### src/sv/cartridge_address_decoder_unit_defines.svh
// Assertion macros shared by the cartridge address decoder.
// They expect clk_i and rst_ni in the scope where they are used.
`ifndef CARTRIDGE_ADDRESS_DECODER_UNIT_DEFINES_SVH
`define CARTRIDGE_ADDRESS_DECODER_UNIT_DEFINES_SVH

`ifndef SYNTHESIS
// Same-cycle implication, checked at every rising edge outside reset.
`define CADU_ASSERT_IMP(lbl, ante, cons) \
  lbl: assert property (@(posedge clk_i) disable iff (!rst_ni) (ante) |-> (cons)) \
    else $error("cartridge decoder check failed");
// Next-cycle implication, checked at every rising edge outside reset.
`define CADU_ASSERT_NXT(lbl, ante, cons) \
  lbl: assert property (@(posedge clk_i) disable iff (!rst_ni) (ante) |=> (cons)) \
    else $error("cartridge decoder check failed");
`else
`define CADU_ASSERT_IMP(lbl, ante, cons)
`define CADU_ASSERT_NXT(lbl, ante, cons)
`endif

`endif

### src/sv/cadu_pkg.sv
`default_nettype none

package cadu_pkg;

  // Field widths of the bus request, the result and the configuration.
  localparam int unsigned BANK_W     = 8;
  localparam int unsigned OFS_W      = 16;
  localparam int unsigned TGT_W      = 2;
  localparam int unsigned BYTE_OFS_W = 23;
  localparam int unsigned WAIT_W     = 4;
  localparam int unsigned MODE_W     = 2;
  localparam int unsigned ROM_W      = 24;
  localparam int unsigned SRAM_W     = 18;
  localparam int unsigned CFG_IDX_W  = 4;
  localparam int unsigned CFG_DATA_W = 24;

  // Remainder unit: dividend and divisor widths, one cell per dividend bit.
  localparam int unsigned DIVD_W    = 22;
  localparam int unsigned DIVS_W    = 24;
  localparam int unsigned DIV_STEPS = DIVD_W;

  // Configuration register indexes.
  localparam logic [CFG_IDX_W-1:0] CFG_MAP_MODE   = 4'd0;
  localparam logic [CFG_IDX_W-1:0] CFG_ROM_BYTES  = 4'd1;
  localparam logic [CFG_IDX_W-1:0] CFG_SRAM_BYTES = 4'd2;
  localparam logic [CFG_IDX_W-1:0] CFG_FAST_ROM   = 4'd3;

  // Cartridge layouts.
  localparam logic [MODE_W-1:0] MODE_LOROM   = 2'd0;
  localparam logic [MODE_W-1:0] MODE_HIROM   = 2'd1;
  localparam logic [MODE_W-1:0] MODE_EXHIROM = 2'd2;

  // Target codes.
  localparam logic [TGT_W-1:0] TGT_NONE = 2'd0;
  localparam logic [TGT_W-1:0] TGT_ROM  = 2'd1;
  localparam logic [TGT_W-1:0] TGT_SRAM = 2'd2;

  // Access costs in master cycles.
  localparam logic [WAIT_W-1:0] WAIT_NONE = 4'd0;
  localparam logic [WAIT_W-1:0] WAIT_FAST = 4'd6;
  localparam logic [WAIT_W-1:0] WAIT_SLOW = 4'd8;

  // Start of the lower ExHiROM window inside the ROM image.
  localparam logic [ROM_W-1:0] EXHI_BASE = 24'h400000;

  // One request in flight through the decoder.
  typedef struct packed {
    logic [TGT_W-1:0]      target;
    logic [BYTE_OFS_W-1:0] base;
    logic [WAIT_W-1:0]     wait_cycles;
    logic                  use_mod;
    logic                  use_window;
    logic [DIVD_W-1:0]     dividend;
    logic [DIVS_W-1:0]     rem;
  } cadu_item_t;

endpackage

`default_nettype wire

### src/sv/cadu_if.sv
`default_nettype none

// Bus address request channel.
interface cadu_in_if;
  logic                       valid;
  logic                       ready;
  logic [cadu_pkg::BANK_W-1:0] cpu_bank;
  logic [cadu_pkg::OFS_W-1:0]  bank_offset_in;

  modport source (output valid, output cpu_bank, output bank_offset_in, input ready);
  modport sink   (input valid, input cpu_bank, input bank_offset_in, output ready);
endinterface

// Decode result channel.
interface cadu_out_if;
  logic                           valid;
  logic                           ready;
  logic [cadu_pkg::TGT_W-1:0]      target;
  logic [cadu_pkg::BYTE_OFS_W-1:0] byte_offset;
  logic [cadu_pkg::WAIT_W-1:0]     wait_cycles;

  modport source (output valid, output target, output byte_offset, output wait_cycles,
                  input ready);
  modport sink   (input valid, input target, input byte_offset, input wait_cycles,
                  output ready);
endinterface

// Configuration write channel.
interface cadu_cfg_if;
  logic                           valid;
  logic                           ready;
  logic [cadu_pkg::CFG_IDX_W-1:0]  index;
  logic [cadu_pkg::CFG_DATA_W-1:0] data;

  modport source (output valid, output index, output data, input ready);
  modport sink   (input valid, input index, input data, output ready);
endinterface

`default_nettype wire

### src/sv/cadu_decode.sv
`default_nettype none

module cadu_decode (
  input  wire logic                            clk_i,
  input  wire logic                            rst_ni,
  input  wire logic                            valid_i,
  output logic                                 ready_o,
  input  wire logic [cadu_pkg::BANK_W-1:0]     cpu_bank_i,
  input  wire logic [cadu_pkg::OFS_W-1:0]      bank_offset_in_i,
  input  wire logic [cadu_pkg::MODE_W-1:0]     map_mode_i,
  input  wire logic                            rom_big_i,
  input  wire logic                            sram_on_i,
  input  wire logic                            fast_rom_i,
  output logic                                 valid_o,
  input  wire logic                            ready_i,
  output cadu_pkg::cadu_item_t                 item_o
);

  logic                 valid_q;
  cadu_pkg::cadu_item_t item_q;
  cadu_pkg::cadu_item_t item_d;
  logic [7:0]           page;
  logic [7:0]           low_byte;
  logic [6:0]           bank_lo;
  logic [cadu_pkg::WAIT_W-1:0] cost;
  logic                 lo_sram_bank;
  logic                 hi_sram_win;
  logic                 hi_rom;

  // Window decode: target, fixed part of the offset and what still needs a remainder.
  always_comb begin
    page         = bank_offset_in_i[15:8];
    low_byte     = bank_offset_in_i[7:0];
    bank_lo      = cpu_bank_i[6:0];
    cost         = (cpu_bank_i[7] && fast_rom_i) ? cadu_pkg::WAIT_FAST : cadu_pkg::WAIT_SLOW;
    lo_sram_bank = (cpu_bank_i >= 8'h70 && cpu_bank_i <= 8'h7D) || (cpu_bank_i >= 8'hF0);
    hi_sram_win  = (page[7:5] == 3'b011) && (bank_lo[6:5] == 2'b01);
    hi_rom       = !bank_lo[6] ? page[7] : ((cpu_bank_i >= 8'hC0) || (bank_lo <= 7'h7D));

    item_d             = '0;
    item_d.target      = cadu_pkg::TGT_NONE;
    item_d.wait_cycles = cadu_pkg::WAIT_NONE;

    case (map_mode_i)
      cadu_pkg::MODE_LOROM: begin
        if (page[7] && cpu_bank_i != 8'h7E && cpu_bank_i != 8'h7F) begin
          item_d.target      = cadu_pkg::TGT_ROM;
          item_d.base        = {1'b0, bank_lo, bank_offset_in_i[14:0]};
          item_d.wait_cycles = cost;
        end else if (!page[7] && sram_on_i && lo_sram_bank) begin
          item_d.target      = cadu_pkg::TGT_SRAM;
          item_d.base        = {15'd0, low_byte};
          item_d.use_mod     = 1'b1;
          item_d.dividend    = {6'd0, page, 8'd0};
          item_d.wait_cycles = cadu_pkg::WAIT_SLOW;
        end
      end
      cadu_pkg::MODE_HIROM, cadu_pkg::MODE_EXHIROM: begin
        if (hi_sram_win) begin
          // The SRAM window shadows ROM even when no SRAM is fitted.
          if (sram_on_i) begin
            item_d.target      = cadu_pkg::TGT_SRAM;
            item_d.base        = {15'd0, low_byte};
            item_d.use_mod     = 1'b1;
            item_d.dividend    = {9'd0, page[4:0], 8'd0};
            item_d.wait_cycles = cadu_pkg::WAIT_SLOW;
          end
        end else if (hi_rom) begin
          if (map_mode_i == cadu_pkg::MODE_HIROM || cpu_bank_i[7]) begin
            item_d.target      = cadu_pkg::TGT_ROM;
            item_d.base        = {1'b0, cpu_bank_i[5:0], bank_offset_in_i};
            item_d.wait_cycles = cost;
          end else if (rom_big_i) begin
            // Lower ExHiROM banks mirror the part of the ROM above 4 MiB.
            item_d.target      = cadu_pkg::TGT_ROM;
            item_d.base        = {1'b1, 14'd0, low_byte};
            item_d.use_mod     = 1'b1;
            item_d.use_window  = 1'b1;
            item_d.dividend    = {cpu_bank_i[5:0], page, 8'd0};
            item_d.wait_cycles = cadu_pkg::WAIT_SLOW;
          end
        end
      end
      default: begin
      end
    endcase
  end

  // Stage register: loads whenever it is empty or its neighbor takes its content.
  assign ready_o = !valid_q || ready_i;

  always_ff @(posedge clk_i or negedge rst_ni) begin
    if (!rst_ni) begin
      valid_q <= 1'b0;
    end else if (ready_o) begin
      valid_q <= valid_i;
    end
  end

  always_ff @(posedge clk_i) begin
    if (ready_o && valid_i) begin
      item_q <= item_d;
    end
  end

  assign valid_o = valid_q;
  assign item_o  = item_q;

endmodule

`default_nettype wire

### src/sv/cadu_mod_cell.sv
`default_nettype none

module cadu_mod_cell (
  input  wire logic                             clk_i,
  input  wire logic                             rst_ni,
  input  wire logic                             valid_i,
  output logic                                  ready_o,
  input  wire cadu_pkg::cadu_item_t             item_i,
  input  wire logic [cadu_pkg::SRAM_W-1:0]      sram_bytes_i,
  input  wire logic [cadu_pkg::DIVS_W-1:0]      window_i,
  output logic                                  valid_o,
  input  wire logic                             ready_i,
  output cadu_pkg::cadu_item_t                  item_o
);

  logic                        valid_q;
  cadu_pkg::cadu_item_t        item_q;
  cadu_pkg::cadu_item_t        item_d;
  logic [cadu_pkg::DIVS_W-1:0] divisor;
  logic [cadu_pkg::DIVS_W:0]   partial;
  logic [cadu_pkg::DIVS_W:0]   diff;

  // One restoring remainder step: bring in the next dividend bit, subtract if it fits.
  always_comb begin
    divisor = item_i.use_window ? window_i
                                : {{(cadu_pkg::DIVS_W-cadu_pkg::SRAM_W){1'b0}}, sram_bytes_i};
    partial = {item_i.rem, item_i.dividend[cadu_pkg::DIVD_W-1]};
    diff    = partial - {1'b0, divisor};
    item_d  = item_i;
    item_d.rem      = (partial >= {1'b0, divisor}) ? diff[cadu_pkg::DIVS_W-1:0]
                                                   : partial[cadu_pkg::DIVS_W-1:0];
    item_d.dividend = {item_i.dividend[cadu_pkg::DIVD_W-2:0], 1'b0};
  end

  // Hand-off register to the next cell.
  assign ready_o = !valid_q || ready_i;

  always_ff @(posedge clk_i or negedge rst_ni) begin
    if (!rst_ni) begin
      valid_q <= 1'b0;
    end else if (ready_o) begin
      valid_q <= valid_i;
    end
  end

  always_ff @(posedge clk_i) begin
    if (ready_o && valid_i) begin
      item_q <= item_d;
    end
  end

  assign valid_o = valid_q;
  assign item_o  = item_q;

endmodule

`default_nettype wire

### src/sv/cartridge_address_decoder_unit.sv
// Cartridge address decoder.
// A request on in_i carries one CPU bus address as cpu_bank and bank_offset_in.
// Each request yields exactly one result on out_o: target (none, ROM, SRAM),
// byte_offset inside that store and wait_cycles in master cycles, in request order.
// cfg_i writes map_mode, rom_bytes, sram_bytes and fast_rom by index 0 to 3;
// cfg_i.ready is always high, and writes are meant for an idle decoder.
// Each request passes one decode register, 22 remainder cells and the output
// register on its way to the result. The remainder cells, one per dividend bit,
// serve the SRAM page wrap and the ExHiROM mirror window.
// Throughput is one request per cycle while out_o is not stalled. Every stage
// has its own valid bit, so bubbles close up and a request is taken while a
// result waits on out_o. When the receiver stalls, the result holds and the
// stages fill behind it; in_i.ready drops only once every stage is full.
// Reset clears all stages and sets the configuration as if each register held
// zero (LoROM, no SRAM, slow ROM); results reach out_o only for accepted requests.
`default_nettype none
`include "cartridge_address_decoder_unit_defines.svh"

module cartridge_address_decoder_unit (
  input wire logic clk_i,
  input wire logic rst_ni,
  cadu_in_if.sink    in_i,
  cadu_out_if.source out_o,
  cadu_cfg_if.sink   cfg_i
);

  logic [cadu_pkg::MODE_W-1:0] map_mode_q;
  logic [cadu_pkg::DIVS_W-1:0] window_q;
  logic                        rom_big_q;
  logic [cadu_pkg::SRAM_W-1:0] sram_bytes_q;
  logic                        fast_rom_q;

  logic [cadu_pkg::DIV_STEPS:0] chain_valid;
  logic [cadu_pkg::DIV_STEPS:0] chain_ready;
  cadu_pkg::cadu_item_t         chain_item [cadu_pkg::DIV_STEPS+1];
  cadu_pkg::cadu_item_t         last_item;

  logic                            out_v_q;
  logic [cadu_pkg::TGT_W-1:0]      target_q;
  logic [cadu_pkg::BYTE_OFS_W-1:0] byte_offset_q;
  logic [cadu_pkg::WAIT_W-1:0]     wait_q;
  logic                            out_take;
  logic [cadu_pkg::BYTE_OFS_W-1:0] rem_add;

  // Configuration registers; the ExHiROM window is kept precomputed.
  assign cfg_i.ready = 1'b1;

  always_ff @(posedge clk_i or negedge rst_ni) begin
    if (!rst_ni) begin
      map_mode_q   <= cadu_pkg::MODE_LOROM;
      window_q     <= '0 - cadu_pkg::EXHI_BASE;
      rom_big_q    <= 1'b0;
      sram_bytes_q <= '0;
      fast_rom_q   <= 1'b0;
    end else if (cfg_i.valid) begin
      case (cfg_i.index)
        cadu_pkg::CFG_MAP_MODE: begin
          map_mode_q <= cfg_i.data[cadu_pkg::MODE_W-1:0];
        end
        cadu_pkg::CFG_ROM_BYTES: begin
          window_q  <= cfg_i.data[cadu_pkg::ROM_W-1:0] - cadu_pkg::EXHI_BASE;
          rom_big_q <= cfg_i.data[cadu_pkg::ROM_W-1:0] > cadu_pkg::EXHI_BASE;
        end
        cadu_pkg::CFG_SRAM_BYTES: begin
          sram_bytes_q <= cfg_i.data[cadu_pkg::SRAM_W-1:0];
        end
        cadu_pkg::CFG_FAST_ROM: begin
          fast_rom_q <= cfg_i.data[0];
        end
        default: begin
        end
      endcase
    end
  end

  // Front cell: window decode.
  cadu_decode u_decode (
    .clk_i            (clk_i),
    .rst_ni           (rst_ni),
    .valid_i          (in_i.valid),
    .ready_o          (in_i.ready),
    .cpu_bank_i       (in_i.cpu_bank),
    .bank_offset_in_i (in_i.bank_offset_in),
    .map_mode_i       (map_mode_q),
    .rom_big_i        (rom_big_q),
    .sram_on_i        (sram_bytes_q != '0),
    .fast_rom_i       (fast_rom_q),
    .valid_o          (chain_valid[0]),
    .ready_i          (chain_ready[0]),
    .item_o           (chain_item[0])
  );

  // Row of remainder cells, one dividend bit each.
  for (genvar k = 0; k < cadu_pkg::DIV_STEPS; k++) begin : g_cell
    cadu_mod_cell u_cell (
      .clk_i        (clk_i),
      .rst_ni       (rst_ni),
      .valid_i      (chain_valid[k]),
      .ready_o      (chain_ready[k]),
      .item_i       (chain_item[k]),
      .sram_bytes_i (sram_bytes_q),
      .window_i     (window_q),
      .valid_o      (chain_valid[k+1]),
      .ready_i      (chain_ready[k+1]),
      .item_o       (chain_item[k+1])
    );
  end

  // Output register: adds the remainder to the fixed part of the offset.
  assign last_item = chain_item[cadu_pkg::DIV_STEPS];
  assign out_take  = !out_v_q || out_o.ready;
  assign chain_ready[cadu_pkg::DIV_STEPS] = out_take;
  assign rem_add   = last_item.use_mod ? last_item.rem[cadu_pkg::BYTE_OFS_W-1:0] : '0;

  always_ff @(posedge clk_i or negedge rst_ni) begin
    if (!rst_ni) begin
      out_v_q <= 1'b0;
    end else if (out_take) begin
      out_v_q <= chain_valid[cadu_pkg::DIV_STEPS];
    end
  end

  always_ff @(posedge clk_i) begin
    if (out_take && chain_valid[cadu_pkg::DIV_STEPS]) begin
      target_q      <= last_item.target;
      byte_offset_q <= last_item.base + rem_add;
      wait_q        <= last_item.wait_cycles;
    end
  end

  assign out_o.valid       = out_v_q;
  assign out_o.target      = target_q;
  assign out_o.byte_offset = byte_offset_q;
  assign out_o.wait_cycles = wait_q;

  // An unmapped result carries no offset and no cost.
  `CADU_ASSERT_IMP(a_unmapped_zero, out_v_q && target_q == cadu_pkg::TGT_NONE, byte_offset_q == '0 && wait_q == cadu_pkg::WAIT_NONE)
  // A mapped result always costs WAIT_FAST or WAIT_SLOW master cycles.
  `CADU_ASSERT_IMP(a_mapped_cost, out_v_q && target_q != cadu_pkg::TGT_NONE, wait_q == cadu_pkg::WAIT_FAST || wait_q == cadu_pkg::WAIT_SLOW)
  // An accepted request lands in the decode register.
  `CADU_ASSERT_NXT(a_accept_loads, in_i.valid && in_i.ready, chain_valid[0])

endmodule

`default_nettype wire

### src/flat_wrapper.sv
// flat-port wrapper written by rule: the top's interface ports become plain ports
module cartridge_address_decoder_unit_flat 
  (clk_i, rst_ni, in_i_valid, in_i_cpu_bank, in_i_bank_offset_in, in_i_ready, out_o_valid, out_o_target, out_o_byte_offset, out_o_wait_cycles, out_o_ready, cfg_i_valid, cfg_i_index, cfg_i_data, cfg_i_ready);
  cadu_in_if in_i_i ();
  cadu_out_if out_o_i ();
  cadu_cfg_if cfg_i_i ();
  input wire logic clk_i;
  input wire logic rst_ni;
  input wire logic [$bits(in_i_i.valid)-1:0] in_i_valid;
  input wire logic [$bits(in_i_i.cpu_bank)-1:0] in_i_cpu_bank;
  input wire logic [$bits(in_i_i.bank_offset_in)-1:0] in_i_bank_offset_in;
  output wire logic [$bits(in_i_i.ready)-1:0] in_i_ready;
  output wire logic [$bits(out_o_i.valid)-1:0] out_o_valid;
  output wire logic [$bits(out_o_i.target)-1:0] out_o_target;
  output wire logic [$bits(out_o_i.byte_offset)-1:0] out_o_byte_offset;
  output wire logic [$bits(out_o_i.wait_cycles)-1:0] out_o_wait_cycles;
  input wire logic [$bits(out_o_i.ready)-1:0] out_o_ready;
  input wire logic [$bits(cfg_i_i.valid)-1:0] cfg_i_valid;
  input wire logic [$bits(cfg_i_i.index)-1:0] cfg_i_index;
  input wire logic [$bits(cfg_i_i.data)-1:0] cfg_i_data;
  output wire logic [$bits(cfg_i_i.ready)-1:0] cfg_i_ready;
  assign in_i_i.valid = in_i_valid;
  assign in_i_i.cpu_bank = in_i_cpu_bank;
  assign in_i_i.bank_offset_in = in_i_bank_offset_in;
  assign in_i_ready = in_i_i.ready;
  assign out_o_valid = out_o_i.valid;
  assign out_o_target = out_o_i.target;
  assign out_o_byte_offset = out_o_i.byte_offset;
  assign out_o_wait_cycles = out_o_i.wait_cycles;
  assign out_o_i.ready = out_o_ready;
  assign cfg_i_i.valid = cfg_i_valid;
  assign cfg_i_i.index = cfg_i_index;
  assign cfg_i_i.data = cfg_i_data;
  assign cfg_i_ready = cfg_i_i.ready;
  cartridge_address_decoder_unit u_core (.clk_i(clk_i), .rst_ni(rst_ni), .in_i(in_i_i), .out_o(out_o_i), .cfg_i(cfg_i_i));
endmodule
### config.mk
export PLATFORM = sky130hd
export DESIGN_NAME = cartridge_address_decoder_unit_flat
export DESIGN_NICKNAME = d
export VERILOG_FILES = /design/src/sv/cadu_pkg.sv /design/src/sv/cadu_if.sv /design/src/sv/cadu_decode.sv /design/src/sv/cadu_mod_cell.sv /design/src/sv/cartridge_address_decoder_unit.sv /design/src/flat_wrapper.sv
export VERILOG_INCLUDE_DIRS = /design/src /design/src/sv
export SDC_FILE = /design/constraint.sdc
export NUM_CORES = 2
export LEC_CHECK = 0
export ABC_AREA = 0
export BUFFER_PORTS_ARGS = -buffer_cell sky130_fd_sc_hd__buf_2
export CAP_MARGIN = 10
export CORE_UTILIZATION = 40
export CTS_BUF_LIST = sky130_fd_sc_hd__clkbuf_8
export CTS_CLUSTER_DIAMETER = 50
export DETAILED_ROUTE_END_ITERATION = 6
export HOLD_SLACK_MARGIN = 0.05
export PLACE_DENSITY = 0.67
export SLEW_MARGIN = 20
export SYNTH_ARGS = -nofsm -noshare
export SYNTH_HDL_FRONTEND = slang
export SYNTH_SLANG_ARGS = --single-unit
### constraint.sdc
create_clock -name clk_i -period 6.91 [get_ports clk_i]
set_clock_uncertainty 0.2 [all_clocks]
set_input_delay 0.691 -clock clk_i [delete_from_list [all_inputs] [get_ports clk_i]]
set_output_delay 0.691 -clock clk_i [all_outputs]
set_load 0.02 [all_outputs]
==> results_dict.tcl <==
set metrics [dict create \
    clk_pin_slew_ns 0.06 \
    synth_xor_area_share_pct 4.70 \
    start_util_pct 40.3 \
    synth-edff-count 1325 \
    synth_fa_ha_area_share_pct 9.17 \
    io_buffers 86 \
    setup_viol 0 \
    cts_buffer_depth 3 \
    vias 52348 \
    maxCapViolCount 0 \
    min_path_type "flop to flop" \
    synth_area_leaders "edfxtp_1 51%, ha_1 8.6%, mux2i_1 5.0%" \
    io_pins 89 \
    fin_crit_ns 5.43 \
    routabilityCongestion 0.952 \
    synth_ff_type "edfxtp_1" \
    drc 0 \
    final_nets 7337 \
    initialDrtViolationCount 4350 \
    synth_top_family_by_area "compound AO/OA/AOI/OAI gates" \
    drt-wirelength-per-cell_um 21.6 \
    gr-total-overflow 0 \
    cp_max_fo 7 \
    ir_drop_v 0.000193 \
    avgSynthCellArea_um2 12.0 \
    synth_top_area_cell "edfxtp_1" \
    relSlewSlack_pct 23.9 \
    finalHoldViolations 0 \
    clkSinkCount 1395 \
    crit_arrival_ns 4.53 \
    syn_to_final_growth_pct 11.9 \
    antenna_found_initial 16 \
    ant_nets 0 \
    placementRows 161 \
    grt_pass1_vias 50947 \
    yosysSeqAreaShare_pct 53.6 \
    htree_levels 4 \
    syn_nets 7072 \
    period_share_pct 78.5 \
    end_kind "output pin" \
    drt_wl_total_mm 204 \
    powerDensity_nw_per_um2 522 \
    final_cell_mix "1325 x edfxtp_1, 533 x ha_1, 498 x nand2_1" \
    maxSlewViolCount 0 \
    status "completed" \
    fillers 17369 \
    worst_pin_slew_ns 1.14 \
    final_common_cell "edfxtp_1" \
    clockRootBuffer "clkbuf_8" \
    rsz0062_at_grt "false" \
    post_dp_cell_area_um2 81200 \
    die-area_um2 196000 \
    ys_warn_count 0 \
    dr_wl_met3_mm 13.0 \
    crit_required_ns 6.02 \
    wl_met2_mm 92.8 \
    ys_ff_latch 1395 \
    fmax_mhz 184 \
    core_area_um2 193000 \
    synth-simple-area-share_pct 9.34 \
    synth_compound_area_share_pct 12.0 \
    power.leakage_uw 0.0338 \
    grtUsageTotal_pct 20.5 \
    synthesis.area_um2 77500 \
    tns_ns 0 \
    viasPerCell 5.53 \
    met1_length_mm 88.3 \
    yosys.area.top_type_share_pct 51.3 \
    cts_tree "done" \
    drive_gt1_share_pct 12.6 \
    yosys-mux-area-fraction_pct 9.04 \
    grt_max_degree 67 \
    highest_layer "met5" \
    first_pass_iters 6 \
    cts_buffers 234 \
    ys_types 90 \
    design_area_um2 86800 \
    die_width_um 442 \
    worstSkewPairLatency_ns 0.99 \
    worst_setup_path_start_kind "primary input" \
    synth-async-reset-ratio_pct 5.02 \
    cts_setup_buffers 0 \
    hpwl_mm 148 \
    die_h_um 442 \
    synth_cells 6460 \
    grt_pass1_wl_mm 308 \
    critical_path_class "primary input to output pin" \
]
## per-layer routing
| metal | global-route usage [%] | vias up |
|---|---|---|
| met5 | 0 | - |
| met4 | 9.69 | 14 |
| met3 | 3.78 | 450 |
| met2 | 32.8 | 1751 |
| met1 | 26.9 | 25269 |
| li1 | - | 24864 |
## cells in the mapped netlist (44+ instances only)
library cell	n
and3_1	45
xor2_1	127
a31oi_1	61
nand4_1	73
clkbuf_1	175
o21a_1	75
inv_1	173
nor2_1	353
nand3_1	89
nor2b_1	73
nand2b_1	101
a211oi_1	44
dfrtp_1	68
edfxtp_1	1325
ha_1	533
o21ai_0	364
mux2i_1	386
and2_1	79
nor3_1	86
a21oi_1	443
xnor2_1	289
o21bai_1	63
a21o_1	202
nand2_1	499
mux2_2	261
## state kept, by name, summed over array words and instances, names as in the netlist
| register | cells |
|---|---|
| u_core.g_cell.u_cell.item_o | 1255 |
| u_core.u_decode.item_o | 43 |
| u_core.window_q | 24 |
| u_core.out_o.byte_offset | 23 |
| u_core.g_cell.u_cell.valid_o | 22 |
| u_core.sram_bytes_q | 18 |
| u_core.map_mode_q | 2 |
| u_core.out_o.target | 2 |
| u_core.out_o.wait_cycles | 2 |
| u_core.fast_rom_q | 1 |
| u_core.out_o.valid | 1 |
| u_core.rom_big_q | 1 |
| u_core.u_decode.valid_o | 1 |
## power by group
group	switching, uW	internal (uW)
Sequential	1880	13000
Clock	3450	4080
Combinational	12900	9870
Total	18300	27000
## timing repair
action | in CTS | in global routing
setup endpoints to repair | 0 | 0
hold buffers | 62 | 0
hold endpoints to repair | 142 | 0
gates resized for setup | 0 | 0
## per-stage QoR
step / hold WS, ns / utilization, % / worst slack, ns / cells / power (uW)
floorplan: 0.195 / - / 1.37 / 6460 / 31300
global placement: 0.201 / 42.2 / 1.76 / 8952 / 36900
detailed placement: 0.205 / 42.2 / 1.79 / 8953 / 37300
CTS: 0.145 / 45.0 / 1.44 / 9457 / 45200
global route: 0.195 / 45.0 / 1.01 / 9464 / 48300
finish: 0.199 / 45.0 / 1.48 / 9465 / 45300
## worst max-delay path, cell delays in order
cell and delay (ns):
dlygate4sd3_1 0.53, buf_2 0.13, nand4b_1 0.21, nor2_1 0.60
nand3_1 0.40, nor3_1 0.52, and2_1 0.31, and3_1 0.42
nand3_1 0.15, nor2_1 0.18, nand3_1 0.14, buf_2 0.25
## path summary, 6_finish.rpt
kind                                                               startpoint                                            end  slack [ns]  cells after the start
worst max-delay path                                              out_o_ready                                     in_i_ready        1.48                     12
worst min-delay path            u_core.g_cell[17].u_cell.item_o[68]$_DFFE_PP_  u_core.g_cell[18].u_cell.item_o[68]$_DFFE_PP_        0.20                      0
worst max register to register            u_core.sram_bytes_q[12]$_DFFE_PN0P_  u_core.g_cell[19].u_cell.item_o[14]$_DFFE_PP_        1.69                     13
worst min register to register  u_core.g_cell[17].u_cell.item_o[68]$_DFFE_PP_  u_core.g_cell[18].u_cell.item_o[68]$_DFFE_PP_        0.20                      0
max in group asynchronous                                              rst_ni                u_core.window_q[15]$_DFFE_PN0P_        4.66                      4
min in group asynchronous                                              rst_ni   u_core.g_cell[17].u_cell.valid_o$_DFFE_PN0P_        0.67                      3
## logic make-up (layout without fill, tap and decap cells)
family | count (synthesis) | in the layout
flops | 1395 | 1395
other cells | 2 | 10
simple gates | 1517 | 1517
xor+xnor | 416 | 416
mux | 665 | 665
compound gates | 1487 | 1487
buf+inv | 423 | 894
fa+ha+maj | 555 | 555
## area by class of cell
type                    count  area (um^2)  share of cell area, %
diodes                      8         20.0                 0.0231
multi-input cells        4642        34400                   39.7
clock buffers             249         3430                   3.95
inverters                 173          649                  0.748
clock inverters           193         1440                   1.66
repair buffers            279         2060                   2.38
well taps                2526         3160                   3.64
flip-flops and latches   1395        41500                   47.9
Note: power is estimated with default switching activity, not from simulation.
